**config.mk**
```make
export PLATFORM = sky130hd
export DESIGN_NAME = fit_policy_block_allocator_top
export DESIGN_NICKNAME = d
export VERILOG_FILES = /design/src/rtl/fpba_pkg.sv /design/src/rtl/fit_policy_block_allocator_top.sv /design/src/rtl/fpba_front.sv /design/src/rtl/fpba_back.sv
export VERILOG_INCLUDE_DIRS = /design/src /design/src/rtl
export SDC_FILE = /design/constraint.sdc
export NUM_CORES = 1
export LEC_CHECK = 0
export BUFFER_PORTS_ARGS = -buffer_cell sky130_fd_sc_hd__buf_2
export CAP_MARGIN = 20
export CORE_ASPECT_RATIO = 1.5
export CORE_UTILIZATION = 50
export CTS_BUF_LIST = sky130_fd_sc_hd__clkbuf_2 sky130_fd_sc_hd__clkbuf_4 sky130_fd_sc_hd__clkbuf_8
export DETAILED_ROUTE_END_ITERATION = 10
export MAX_ROUTING_LAYER = met4
export PLACE_DENSITY = 0.68
export SYNTH_ARGS = -nofsm -noshare
export SYNTH_HDL_FRONTEND = slang
export SYNTH_SLANG_ARGS = --single-unit
```
**constraint.sdc**
```tcl
create_clock -name clk_i -period 3.9 [get_ports clk_i]
set_input_delay 0.78 -clock clk_i [delete_from_list [all_inputs] [get_ports clk_i]]
set_output_delay 0.78 -clock clk_i [all_outputs]
set_load 0.03 [all_outputs]
```
**src/rtl/fit_policy_block_allocator_top_macros.svh**
```systemverilog
// Assertion macros for the fit-policy block allocator.
// Used by the top level; expects clk_i and rst_ni in the including scope.
`ifndef FIT_POLICY_BLOCK_ALLOCATOR_TOP_MACROS_SVH
`define FIT_POLICY_BLOCK_ALLOCATOR_TOP_MACROS_SVH

// Same-cycle implication, disabled while reset is asserted.
`define FPBA_ASSERT_NOW(lbl, ante, cons, msg) \
  lbl: assert property (@(posedge clk_i) disable iff (!rst_ni) (ante) |-> (cons)) \
    else $error(msg);

// Next-cycle implication, disabled while reset is asserted.
`define FPBA_ASSERT_NXT(lbl, ante, cons, msg) \
  lbl: assert property (@(posedge clk_i) disable iff (!rst_ni) (ante) |=> (cons)) \
    else $error(msg);

`endif

```
**src/rtl/fpba_pkg.sv**
```systemverilog
// Shared types and constants for the fit-policy block allocator.
// No dependencies; imported by the front, back and top modules.
`timescale 1ns / 1ps

package fpba_pkg;

  localparam int POLICY_W = 2;
  localparam int BLK_W    = 4;
  localparam int SIZE_W   = 16;

  // Depth of the command queue between front and back.
  localparam int CMDQ_DEPTH = 2;

  localparam logic [POLICY_W-1:0] FIT_FIRST = 2'd0;
  localparam logic [POLICY_W-1:0] FIT_BEST  = 2'd1;
  localparam logic [POLICY_W-1:0] FIT_WORST = 2'd2;

  localparam logic MODE_LOAD  = 1'b0;
  localparam logic MODE_ALLOC = 1'b1;

  typedef struct packed {
    logic              is_alloc;
    logic [BLK_W-1:0]  blk;
    logic [SIZE_W-1:0] size;
  } cmd_t;

  typedef struct packed {
    logic              granted;
    logic [BLK_W-1:0]  chosen_block;
    logic [SIZE_W-1:0] room_left;
  } res_t;

endpackage

```
**src/rtl/fit_policy_block_allocator_top.sv**
```systemverilog
// Fit-policy block allocator. A load request sets one block's capacity; an
// allocate request scans every block one per cycle through the capacity
// memory's single read port and then writes back. A two-entry command
// queue lets new requests be pushed while a scan runs, and a result
// register holds the answer until it is popped. Blocks start empty.
// Top level; depends on fpba_pkg, fpba_front, fpba_back and the macro header.
`timescale 1ns / 1ps
`include "fit_policy_block_allocator_top_macros.svh"

module fit_policy_block_allocator_top
  import fpba_pkg::*;
#(
  parameter int NUM_BLOCKS = 16,
  parameter int SIZE_BITS  = 16
) (
  input  logic                clk_i,
  input  logic                rst_ni,
  input  logic                cfg_valid_i,
  output logic                cfg_ready_o,
  input  logic [POLICY_W-1:0] cfg_data_i,
  input  logic                push_i,
  output logic                full_o,
  input  logic                mode_i,
  input  logic [BLK_W-1:0]    block_index_i,
  input  logic [SIZE_W-1:0]   size_value_i,
  output logic                empty_o,
  input  logic                pop_i,
  output logic                granted_o,
  output logic [BLK_W-1:0]    chosen_block_o,
  output logic [SIZE_W-1:0]   room_left_o
);

  logic [POLICY_W-1:0] fit_policy_q;
  logic                cmd_valid;
  cmd_t                cmd;
  logic                cmd_pop;
  logic                res_valid;
  res_t                res;

  assign cfg_ready_o = 1'b1;

  always_ff @(posedge clk_i or negedge rst_ni) begin
    if (!rst_ni) begin
      fit_policy_q <= FIT_FIRST;
    end else if (cfg_valid_i && cfg_ready_o) begin
      fit_policy_q <= cfg_data_i;
    end
  end

  fpba_front #(
    .NUM_BLOCKS (NUM_BLOCKS)
  ) u_front (
    .clk_i         (clk_i),
    .rst_ni        (rst_ni),
    .push_i        (push_i),
    .full_o        (full_o),
    .mode_i        (mode_i),
    .block_index_i (block_index_i),
    .size_value_i  (size_value_i),
    .cmd_valid_o   (cmd_valid),
    .cmd_o         (cmd),
    .cmd_pop_i     (cmd_pop)
  );

  fpba_back #(
    .NUM_BLOCKS (NUM_BLOCKS),
    .SIZE_BITS  (SIZE_BITS)
  ) u_back (
    .clk_i        (clk_i),
    .rst_ni       (rst_ni),
    .fit_policy_i (fit_policy_q),
    .cmd_valid_i  (cmd_valid),
    .cmd_i        (cmd),
    .cmd_pop_o    (cmd_pop),
    .res_valid_o  (res_valid),
    .res_o        (res),
    .res_pop_i    (pop_i)
  );

  assign empty_o        = !res_valid;
  assign granted_o      = res.granted;
  assign chosen_block_o = res.chosen_block;
  assign room_left_o    = res.room_left;

  `FPBA_ASSERT_NOW(a_nogrant_zero, !empty_o && !granted_o, (chosen_block_o == '0) && (room_left_o == '0), "denied request carries nonzero fields")
  `FPBA_ASSERT_NOW(a_full_has_cmd, full_o, cmd_valid, "command queue full but reports no command")
  `FPBA_ASSERT_NXT(a_cfg_write, cfg_valid_i && cfg_ready_o, fit_policy_q == $past(cfg_data_i), "policy register missed a write")

endmodule

```
**src/rtl/fpba_front.sv**
```systemverilog
// Front end: accepts input requests, drops out-of-range loads and queues
// the rest for the back end. Depends on fpba_pkg.
`timescale 1ns / 1ps

module fpba_front
  import fpba_pkg::*;
#(
  parameter int NUM_BLOCKS = 16
) (
  input  logic              clk_i,
  input  logic              rst_ni,
  input  logic              push_i,
  output logic              full_o,
  input  logic              mode_i,
  input  logic [BLK_W-1:0]  block_index_i,
  input  logic [SIZE_W-1:0] size_value_i,
  output logic              cmd_valid_o,
  output cmd_t              cmd_o,
  input  logic              cmd_pop_i
);

  localparam int PTR_W = $clog2(CMDQ_DEPTH);
  localparam int CNT_W = $clog2(CMDQ_DEPTH + 1);

  cmd_t             q_mem [CMDQ_DEPTH];
  logic [PTR_W-1:0] wr_ptr_q, wr_ptr_d;
  logic [PTR_W-1:0] rd_ptr_q, rd_ptr_d;
  logic [CNT_W-1:0] cnt_q, cnt_d;
  logic             accept;
  logic             useful;
  logic             enq;
  logic             deq;
  cmd_t             cmd_in;

  assign full_o      = (cnt_q == CNT_W'(CMDQ_DEPTH));
  assign cmd_valid_o = (cnt_q != '0);
  assign cmd_o       = q_mem[rd_ptr_q];

  assign accept = push_i && !full_o;
  // A load to a block that does not exist has no effect and is dropped here.
  assign useful = (mode_i == MODE_ALLOC) || (int'(block_index_i) < NUM_BLOCKS);
  assign enq    = accept && useful;
  assign deq    = cmd_pop_i && cmd_valid_o;

  assign cmd_in.is_alloc = (mode_i == MODE_ALLOC);
  assign cmd_in.blk      = block_index_i;
  assign cmd_in.size     = size_value_i;

  always_comb begin
    wr_ptr_d = enq ? wr_ptr_q + PTR_W'(1) : wr_ptr_q;
    rd_ptr_d = deq ? rd_ptr_q + PTR_W'(1) : rd_ptr_q;
    unique case ({enq, deq})
      2'b10:   cnt_d = cnt_q + CNT_W'(1);
      2'b01:   cnt_d = cnt_q - CNT_W'(1);
      default: cnt_d = cnt_q;
    endcase
  end

  always_ff @(posedge clk_i or negedge rst_ni) begin
    if (!rst_ni) begin
      wr_ptr_q <= '0;
      rd_ptr_q <= '0;
      cnt_q    <= '0;
    end else begin
      wr_ptr_q <= wr_ptr_d;
      rd_ptr_q <= rd_ptr_d;
      cnt_q    <= cnt_d;
    end
  end

  always_ff @(posedge clk_i) begin
    if (enq) begin
      q_mem[wr_ptr_q] <= cmd_in;
    end
  end

endmodule

```
**src/rtl/fpba_back.sv**
```systemverilog
// Back end: holds the capacity table, runs the fit scan one block per cycle,
// writes back the chosen block and keeps the result register. Uses fpba_pkg.
`timescale 1ns / 1ps

module fpba_back
  import fpba_pkg::*;
#(
  parameter int NUM_BLOCKS = 16,
  parameter int SIZE_BITS  = 16
) (
  input  logic                clk_i,
  input  logic                rst_ni,
  input  logic [POLICY_W-1:0] fit_policy_i,
  input  logic                cmd_valid_i,
  input  cmd_t                cmd_i,
  output logic                cmd_pop_o,
  output logic                res_valid_o,
  output res_t                res_o,
  input  logic                res_pop_i
);

  localparam int IDX_W = $clog2(NUM_BLOCKS);

  typedef enum logic [1:0] {
    ST_IDLE,
    ST_SCAN,
    ST_DRAIN,
    ST_WB
  } state_e;

  state_e                 state_q;
  logic [SIZE_BITS-1:0]   cap_mem [NUM_BLOCKS];
  logic [NUM_BLOCKS-1:0]  vld_q;
  logic [IDX_W-1:0]       rd_idx_q;
  logic [SIZE_BITS-1:0]   rd_data_q;
  logic                   rd_hit_q;
  logic [IDX_W-1:0]       cmp_idx_q;
  logic                   cmp_vld_q;
  logic [SIZE_BITS-1:0]   size_q;
  logic [SIZE_BITS-1:0]   best_q;
  logic [IDX_W-1:0]       pick_q;
  logic                   found_q;
  logic                   res_valid_q;
  res_t                   res_q;

  logic                   slot_free;
  logic                   do_load;
  logic                   do_wb;
  logic                   mem_we;
  logic [IDX_W-1:0]       mem_wa;
  logic [SIZE_BITS-1:0]   mem_wd;
  logic [SIZE_BITS-1:0]   room;
  logic [SIZE_BITS-1:0]   new_room;
  logic                   fits;
  logic                   take;

  assign cmd_pop_o   = (state_q == ST_IDLE) && cmd_valid_i;
  assign res_valid_o = res_valid_q;
  assign res_o       = res_q;

  assign slot_free = !res_valid_q || res_pop_i;
  assign do_load   = cmd_pop_o && !cmd_i.is_alloc;
  assign do_wb     = (state_q == ST_WB) && slot_free;
  assign new_room  = best_q - size_q;

  assign mem_we = do_load || (do_wb && found_q);
  assign mem_wa = do_load ? IDX_W'(cmd_i.blk) : pick_q;
  assign mem_wd = do_load ? SIZE_BITS'(cmd_i.size) : new_room;

  // A block never written since reset reads as empty.
  assign room = rd_hit_q ? rd_data_q : '0;
  assign fits = (room >= size_q);

  always_comb begin
    unique case (fit_policy_i)
      FIT_BEST:  take = fits && (!found_q || (room < best_q));
      FIT_WORST: take = fits && (!found_q || (room > best_q));
      default:   take = fits && !found_q;
    endcase
    take = take && cmp_vld_q;
  end

  always_ff @(posedge clk_i) begin
    if (mem_we) begin
      cap_mem[mem_wa] <= mem_wd;
    end
    rd_data_q <= cap_mem[rd_idx_q];
  end

  always_ff @(posedge clk_i or negedge rst_ni) begin
    if (!rst_ni) begin
      state_q     <= ST_IDLE;
      vld_q       <= '0;
      rd_idx_q    <= '0;
      rd_hit_q    <= 1'b0;
      cmp_idx_q   <= '0;
      cmp_vld_q   <= 1'b0;
      size_q      <= '0;
      best_q      <= '0;
      pick_q      <= '0;
      found_q     <= 1'b0;
      res_valid_q <= 1'b0;
      res_q       <= '0;
    end else begin
      rd_hit_q  <= vld_q[rd_idx_q];
      cmp_idx_q <= rd_idx_q;
      cmp_vld_q <= (state_q == ST_SCAN);

      if (mem_we) begin
        vld_q[mem_wa] <= 1'b1;
      end

      if (take) begin
        found_q <= 1'b1;
        best_q  <= room;
        pick_q  <= cmp_idx_q;
      end

      if (res_pop_i && res_valid_q) begin
        res_valid_q <= 1'b0;
      end

      unique case (state_q)
        ST_IDLE: begin
          if (cmd_pop_o && cmd_i.is_alloc) begin
            size_q   <= SIZE_BITS'(cmd_i.size);
            found_q  <= 1'b0;
            rd_idx_q <= '0;
            state_q  <= ST_SCAN;
          end
        end
        ST_SCAN: begin
          if (rd_idx_q == IDX_W'(NUM_BLOCKS - 1)) begin
            state_q <= ST_DRAIN;
          end else begin
            rd_idx_q <= rd_idx_q + IDX_W'(1);
          end
        end
        ST_DRAIN: begin
          // The last block's compare lands in this cycle.
          state_q <= ST_WB;
        end
        ST_WB: begin
          if (slot_free) begin
            res_valid_q <= 1'b1;
            if (found_q) begin
              res_q.granted      <= 1'b1;
              res_q.chosen_block <= BLK_W'(pick_q);
              res_q.room_left    <= SIZE_W'(new_room);
            end else begin
              res_q <= '0;
            end
            state_q <= ST_IDLE;
          end
        end
        default: state_q <= ST_IDLE;
      endcase
    end
  end

endmodule

```
### After elaboration in Yosys (flattened, before gate mapping)

Memories as Yosys holds them, arrays and structs flattened. A register that Yosys moved wholly into a read port is not among the register bits.
Cells that the tools add are included.

* reduce and logical (&&, ||, !) cells: 29
* bitwise operators: 1
* multiplexer cells: 27
* add/subtract/negate cells: 6
* equality and inequality tests: 13
* order comparisons: 6

Operator list (count)
* two-way mux 16 bit: 2
* two-way mux 21 bit: 1
* >= comparator 16 bit: 1
* greater-than comparator 16 bit: 1
* < comparator 16 bit: 1
* OR 16 bit: 1
* subtractor 16 bit: 1
* logical AND 1 bit: 13
* two-way mux 1 bit: 12
* two-way mux 4 bit: 3
* equality test 2 bit (second input constant): 5
* < comparator 4 x 5 -> 1 bit (second input constant): 2
* case mux 2 bit (4 select lines): 1
* case mux 4 bit (2 select lines): 1
* equality test 2 x 1 -> 1 bit (second input constant): 3
* two-way mux 2 bit: 3
* inequality test 2 bit (second input constant): 3
* AND reduction 3 bit: 2
* nonzero test 2 bit: 3
* adder 4 x 1 -> 4 bit (second input constant): 1
* binary-select mux 1 bit (select 4 bit): 1
* demux 1 bit (select 4 bit): 1
* equality test 4 bit (second input constant): 1
* >= comparator 4 x 1 -> 1 bit (second input constant): 1
* other kinds (10): 18

* output and inout bits: 24
* RAM bits: 298
* memories kept: 2
* input bits: 28
* logic and storage cells: 102
* register bits after elaboration: 93

Memory list
* u_back.cap_mem: words 16, width 16, read ports 1, clocked after Yosys merged registers in 1, write ports 1, RTL line fpba_back.sv:32 `logic [SIZE_BITS-1:0] cap_mem [NUM_BLOCKS];`
* u_front.q_mem: words 2, width 21, read ports 1, clocked after Yosys merged registers in 0, write ports 1, RTL line fpba_front.sv:25 `cmd_t q_mem [CMDQ_DEPTH];`

### Depth between registers and ports, before layout

* depth in word-level cells: 9
* depth in mapped cells: 11
* mapped depth without buffers: 11

### Hierarchy

Synthesis repeated with hierarchy kept, for this count alone.

* cell total of the unflattened synthesis: 997
* area, all modules: 16963.8 sq um

Modules (own cells, without submodules)
* fpba_back: seq. area each 10184.8 sq um, area an instance 15164.5 sq um, times used 1, cells each 907
* fpba_front: seq. area each 1361.3 sq um, area an instance 1711.6 sq um, times used 1, cells each 83
* fit_policy_block_allocator_top: seq. area each 50.0 sq um, area an instance 87.6 sq um, times used 1, cells each 7

### Least setup slack after synthesis

No wires, ideal clock.

* path type: input to register
* from: input pop_i
* to: memory u_back.cap_mem[3][0] (enable)
* stages: 5
* data arrival time: 2.499 ns
* setup slack: 1.011 ns
* path buffers: 0
* setup time: 0.389 ns
* path through: nand2b_1 -> nand2_1 -> nor2_1 -> a41oi_1 -> nor2_1

* cells in the longest elaborated chain, start to end: 6

RTL lines
* from (decl): RTL line fit_policy_block_allocator_top.sv:27 `input logic pop_i,`
* logical OR 1 bit: RTL line fpba_back.sv:61 `assign slot_free = !res_valid_q || res_pop_i;`
* logical AND 1 bit: RTL line fpba_back.sv:63 `assign do_wb = (state_q == ST_WB) && slot_free;`
* logical AND 1 bit: RTL line fpba_back.sv:66 `assign mem_we = do_load || (do_wb && found_q);`
* logical OR 1 bit: RTL line fpba_back.sv:66
* two-way mux 1 bit: RTL line fpba_back.sv:84 `if (mem_we) begin`
* two-way mux 1 bit (implied by the code): RTL line fpba_back.sv:85 `cap_mem[mem_wa] <= mem_wd;`
* to (decl): RTL line fpba_back.sv:32

Every way passes these cells.

### Worst setup path after layout

* from: register u_back.rd_hit_q
* to: register u_back.best_q[15]

* cells in the longest elaborated chain, start to end: 6

RTL lines
* from (decl): RTL line fpba_back.sv:36 `logic rd_hit_q;`
* from (signal assigned): RTL line fpba_back.sv:105 `rd_hit_q <= vld_q[rd_idx_q];`
* two-way mux 16 bit (*): RTL line fpba_back.sv:71 `assign room = rd_hit_q ? rd_data_q : '0;`
* via u_back.room[10]: RTL line fpba_back.sv:52 `logic [SIZE_BITS-1:0] room;`
* greater-than comparator 16 bit or < comparator 16 bit (tied branches): RTL line fpba_back.sv:77, fpba_back.sv:76
* logical OR 1 bit (on tied branches): RTL line fpba_back.sv:77, fpba_back.sv:76
* logical AND 1 bit (on tied branches): RTL line fpba_back.sv:77, fpba_back.sv:76
* case mux 1 bit (2 select lines) (*): RTL line fpba_back.sv:75 `unique case (fit_policy_i)`
* logical AND 1 bit (*): RTL line fpba_back.sv:80 `take = take && cmp_vld_q;`
* to (signal assigned): RTL line fpba_back.sv:115 `best_q <= room;`
* to (decl): RTL line fpba_back.sv:40 `logic [SIZE_BITS-1:0] best_q;`

The timed path passes the listed nets; every way through them passes the cells marked *.
A chain may end at the register's enable or synchronous reset.

==> results.sh <==
export IMPL_p_per_area_nw_per_um2=910
export IMPL_ys_top_cells_by_count="edfxtp_1, dfrtp_1, mux4_2"
export IMPL_grt_use_total_pct=23.9
export IMPL_path_class="reg -> reg"
export IMPL_path_cells="and2_1, ha_1, nand4_1, nor2_1, o21ai_0, o31ai_1, a221o_1, and4b_4, mux2_2"
export IMPL_cts_clk_slew_worst_paths_ns=0.07
export IMPL_routed_wirelength_mm=38.5
export IMPL_ys_seq_elements=407
export IMPL_yosys_area_top_type_share_pct=52.9
export IMPL_tightest_slew_ns=1.04
export IMPL_yosysMostFrequentCell="edfxtp_1"
export IMPL_hold_viol=0
export IMPL_cts_tree="yes"
export IMPL_cts_buffers=58
export IMPL_cpPeakStageDelay_ns=0.59
export IMPL_dp_cells=1472
export IMPL_synth_ff_type="edfxtp_1"
export IMPL_switching_share_pct=36.2
export IMPL_required_ns=4.42
export IMPL_reg2reg_depth=9
export IMPL_finalPower_mw=17.4
export IMPL_rsz0062_at_grt="no"
export IMPL_ys_seq_area_share_pct=68.6
export IMPL_critPathTopFamily="simple AND/OR/NAND/NOR gates"
export IMPL_cts_sinks=407
export IMPL_num_rows=82
export IMPL_layout_nets=1193
export IMPL_diodes=0
export IMPL_cp_max_fo=21
export IMPL_clock_fmax_ghz=0.304
export IMPL_io_buffer_count=50
export IMPL_antenna_found_initial=0
export IMPL_multi_input_area_um2=5030
export IMPL_num_fill_cells=2511
export IMPL_violations="design-rule violations"
export IMPL_p_leak_nw=7.31
export IMPL_cp_num_buf_inv=0
export IMPL_synth_top_cell_by_area="edfxtp_1"
export IMPL_final_cells=1582
export IMPL_cts_hold_buf=0
export IMPL_slew_headroom_pct=30.9
export IMPL_synth_area_leaders="edfxtp_1, dfrtp_1, mux4_2, ha_1, dfxtp_1"
export IMPL_synthToLayoutAreaGrowth_pct=13.2
export IMPL_crit_path_top_delay_cell="and4b_4"
export IMPL_drc=8
export IMPL_syn_inst=992
export IMPL_p_clk_share_pct=18.8
export IMPL_fin_crit_ns=3.28
export IMPL_grt_max_degree=59
export IMPL_synth_edf_count=298
export IMPL_overflow=0
export IMPL_cp_arrival_ns=3.81
export IMPL_rr_startpoint="u_back.rd_hit_q"
export IMPL_htree_levels=2
export IMPL_cts_root_buffer="clkbuf_8"
export IMPL_holdCritPathClass="in -> async"
export IMPL_clockBufferDepth=3
export IMPL_endpoint="u_back.best_q[15]"
export IMPL_ys_async_sr_fraction_pct=22.9
export IMPL_first_global_vias=9586
export IMPL_vias=9150
export IMPL_fin_tns_setup_ns=0
export IMPL_outcome="finished, violations left"
export IMPL_place_gp_congestion=0.952
export IMPL_maxCapViolations=0
export IMPL_cts_resized=0
export IMPL_yosysWarnings=0
export IMPL_grt_pass1_wl_mm=58.6
export IMPL_slew_violations=0
export IMPL_syn_num_nets=1072
export IMPL_wire_per_inst_um=24.3
export IMPL_setup_slack_ns=0.616
export IMPL_dieArea_um2=34600
export IMPL_coreArea_um2=33300
export IMPL_crit_path_end_kind="flip-flop"
export IMPL_p_int_mw=11.1
export IMPL_clock_skew_ns=0.0483
export IMPL_postSynthAreaPerCell_um2=17.0
export IMPL_hpwl_mm=26.5
export IMPL_drt_iter0_drc=525
export IMPL_postCtsSetupRepairBufs=0
export IMPL_antenna_left=0
export IMPL_drive_gt1_share_pct=28.8
export IMPL_die_x_um=152
export IMPL_start_util_pct=50.7
export IMPL_finalSetupViolCount=0
export IMPL_r2r_end="u_back.best_q[15]"
export IMPL_r2r_slack_ns=0.62
export IMPL_p_switching_mw=6.30
export IMPL_fin_crit_sh_pct=84.2
export IMPL_fp_dieH_um=227
export IMPL_drt_pass1_iterations=8
export IMPL_syn_cell_area_um2=16900
export IMPL_insertion_delay_ns=0.63
export IMPL_pin_count=52
export IMPL_yosysUniqueCellTypes=57
export IMPL_routed_via_density=5.78
export IMPL_seq_area_um2=11600
export IMPL_path_depth=9
export IMPL_seqPwrFrac_pct=42.1
export IMPL_cp_startpoint="u_back.rd_hit_q"
export IMPL_cp_start_kind="flip-flop"
export IMPL_combinationalPowerShare_pct=39.1
export IMPL_ir_worst_vdd_uv=403
export IMPL_post_place_ws_ns=0.599
power groups by stage:
stage / clock [mW] / sequential, mW / combinational (mW)
final: 3.27 / 7.34 / 6.81
after global routing: 3.52 / 7.42 / 7.40
after CTS: 3.34 / 7.35 / 6.84
after detailed placement: 0 / 7.43 / 6.83
after global placement: 0 / 7.40 / 6.62
after floorplan: 0 / 7.22 / 4.48
cells in the final DEF, fill, tap and decap left out, drive strengths merged, types with 19 or more instances in the layout:
cell,netlist,routed
a21oi,37,37
buf,13,97
clkbuf,23,81
clkinv,0,26
dfrtp,93,93
edfxtp,298,298
ha,51,51
inv,46,46
mux2,22,22
mux2i,32,32
mux4,85,85
nand2,39,39
nor2,57,57
o21ai,26,26
or2,19,19
metal layers:
layer	wire length, um	vias up	global-route usage (%)
li1	-	4077	-
met1	14800	4740	27.0
met2	20400	243	42.0
met3	1560	90	3.43
met4	1790	0	11.7
met5	0	-	-
flip-flops by register name, indices dropped and copies added (netlist names), 4 cells and up:
name              flops
u_back.rd_data_q     16
u_back.pick_q         4
u_front.q_mem        42
u_back.vld_q         16
u_back.best_q        16
u_back.rd_idx_q       4
u_back.cap_mem      256
u_back.size_q        16
u_back.cmp_idx_q      4
u_back.res_o         21
metrics by stage:
stage          hold slack [ns]  util [%]  area [um^2]
2_1_floorplan            0.372         -        16900
3_3_place_gp             0.446      54.0        18000
3_5_place_dp             0.450      54.0        18000
4_1_cts                  0.238      57.3        19100
5_1_grt                  0.288      57.4        19100
6_report                 0.246      57.4        19100
cell type report:
| type | count | area share [%] |
|---|---|---|
| Inverter | 46 | 0.902 |
| Timing Repair Buffer | 97 | 3.59 |
| Sequential cell | 407 | 60.6 |
| Tap cell | 420 | 2.74 |
| Clock buffer | 81 | 5.17 |
| Multi-Input combinational cell | 503 | 26.3 |
| Clock inverter | 28 | 0.738 |
kinds of logic after synthesis:
group	Yosys count	share of synthesized area (%)
AOI/OAI and AO/OA	124	4.71
xor gates and xnor gates	19	0.984
adders and majority gates	52	3.89
buffers and inverters	82	1.95
DFF	407	68.6
muxes	139	15.0
other	1	0.0222
and+or+nand+nor	168	4.83
how the worst min path moves through the flow:
stage | from | endpoint | slack, ns | depth (start not counted)
2_1_floorplan | u_back.rd_idx_q[3] | u_back.cmp_idx_q[3] | 0.37 | 0
3_3_place_gp | u_back.vld_q[15] | u_back.vld_q[15] | 0.45 | 1
3_5_place_dp | u_back.vld_q[10] | u_back.vld_q[10] | 0.45 | 1
4_1_cts | rst_ni | u_back.res_o[3] | 0.24 | 1
5_1_grt | rst_ni | u_front.wr_ptr_q | 0.29 | 1
6_report | rst_ni | u_front.wr_ptr_q | 0.25 | 1
(Power assumes the default switching activity.)
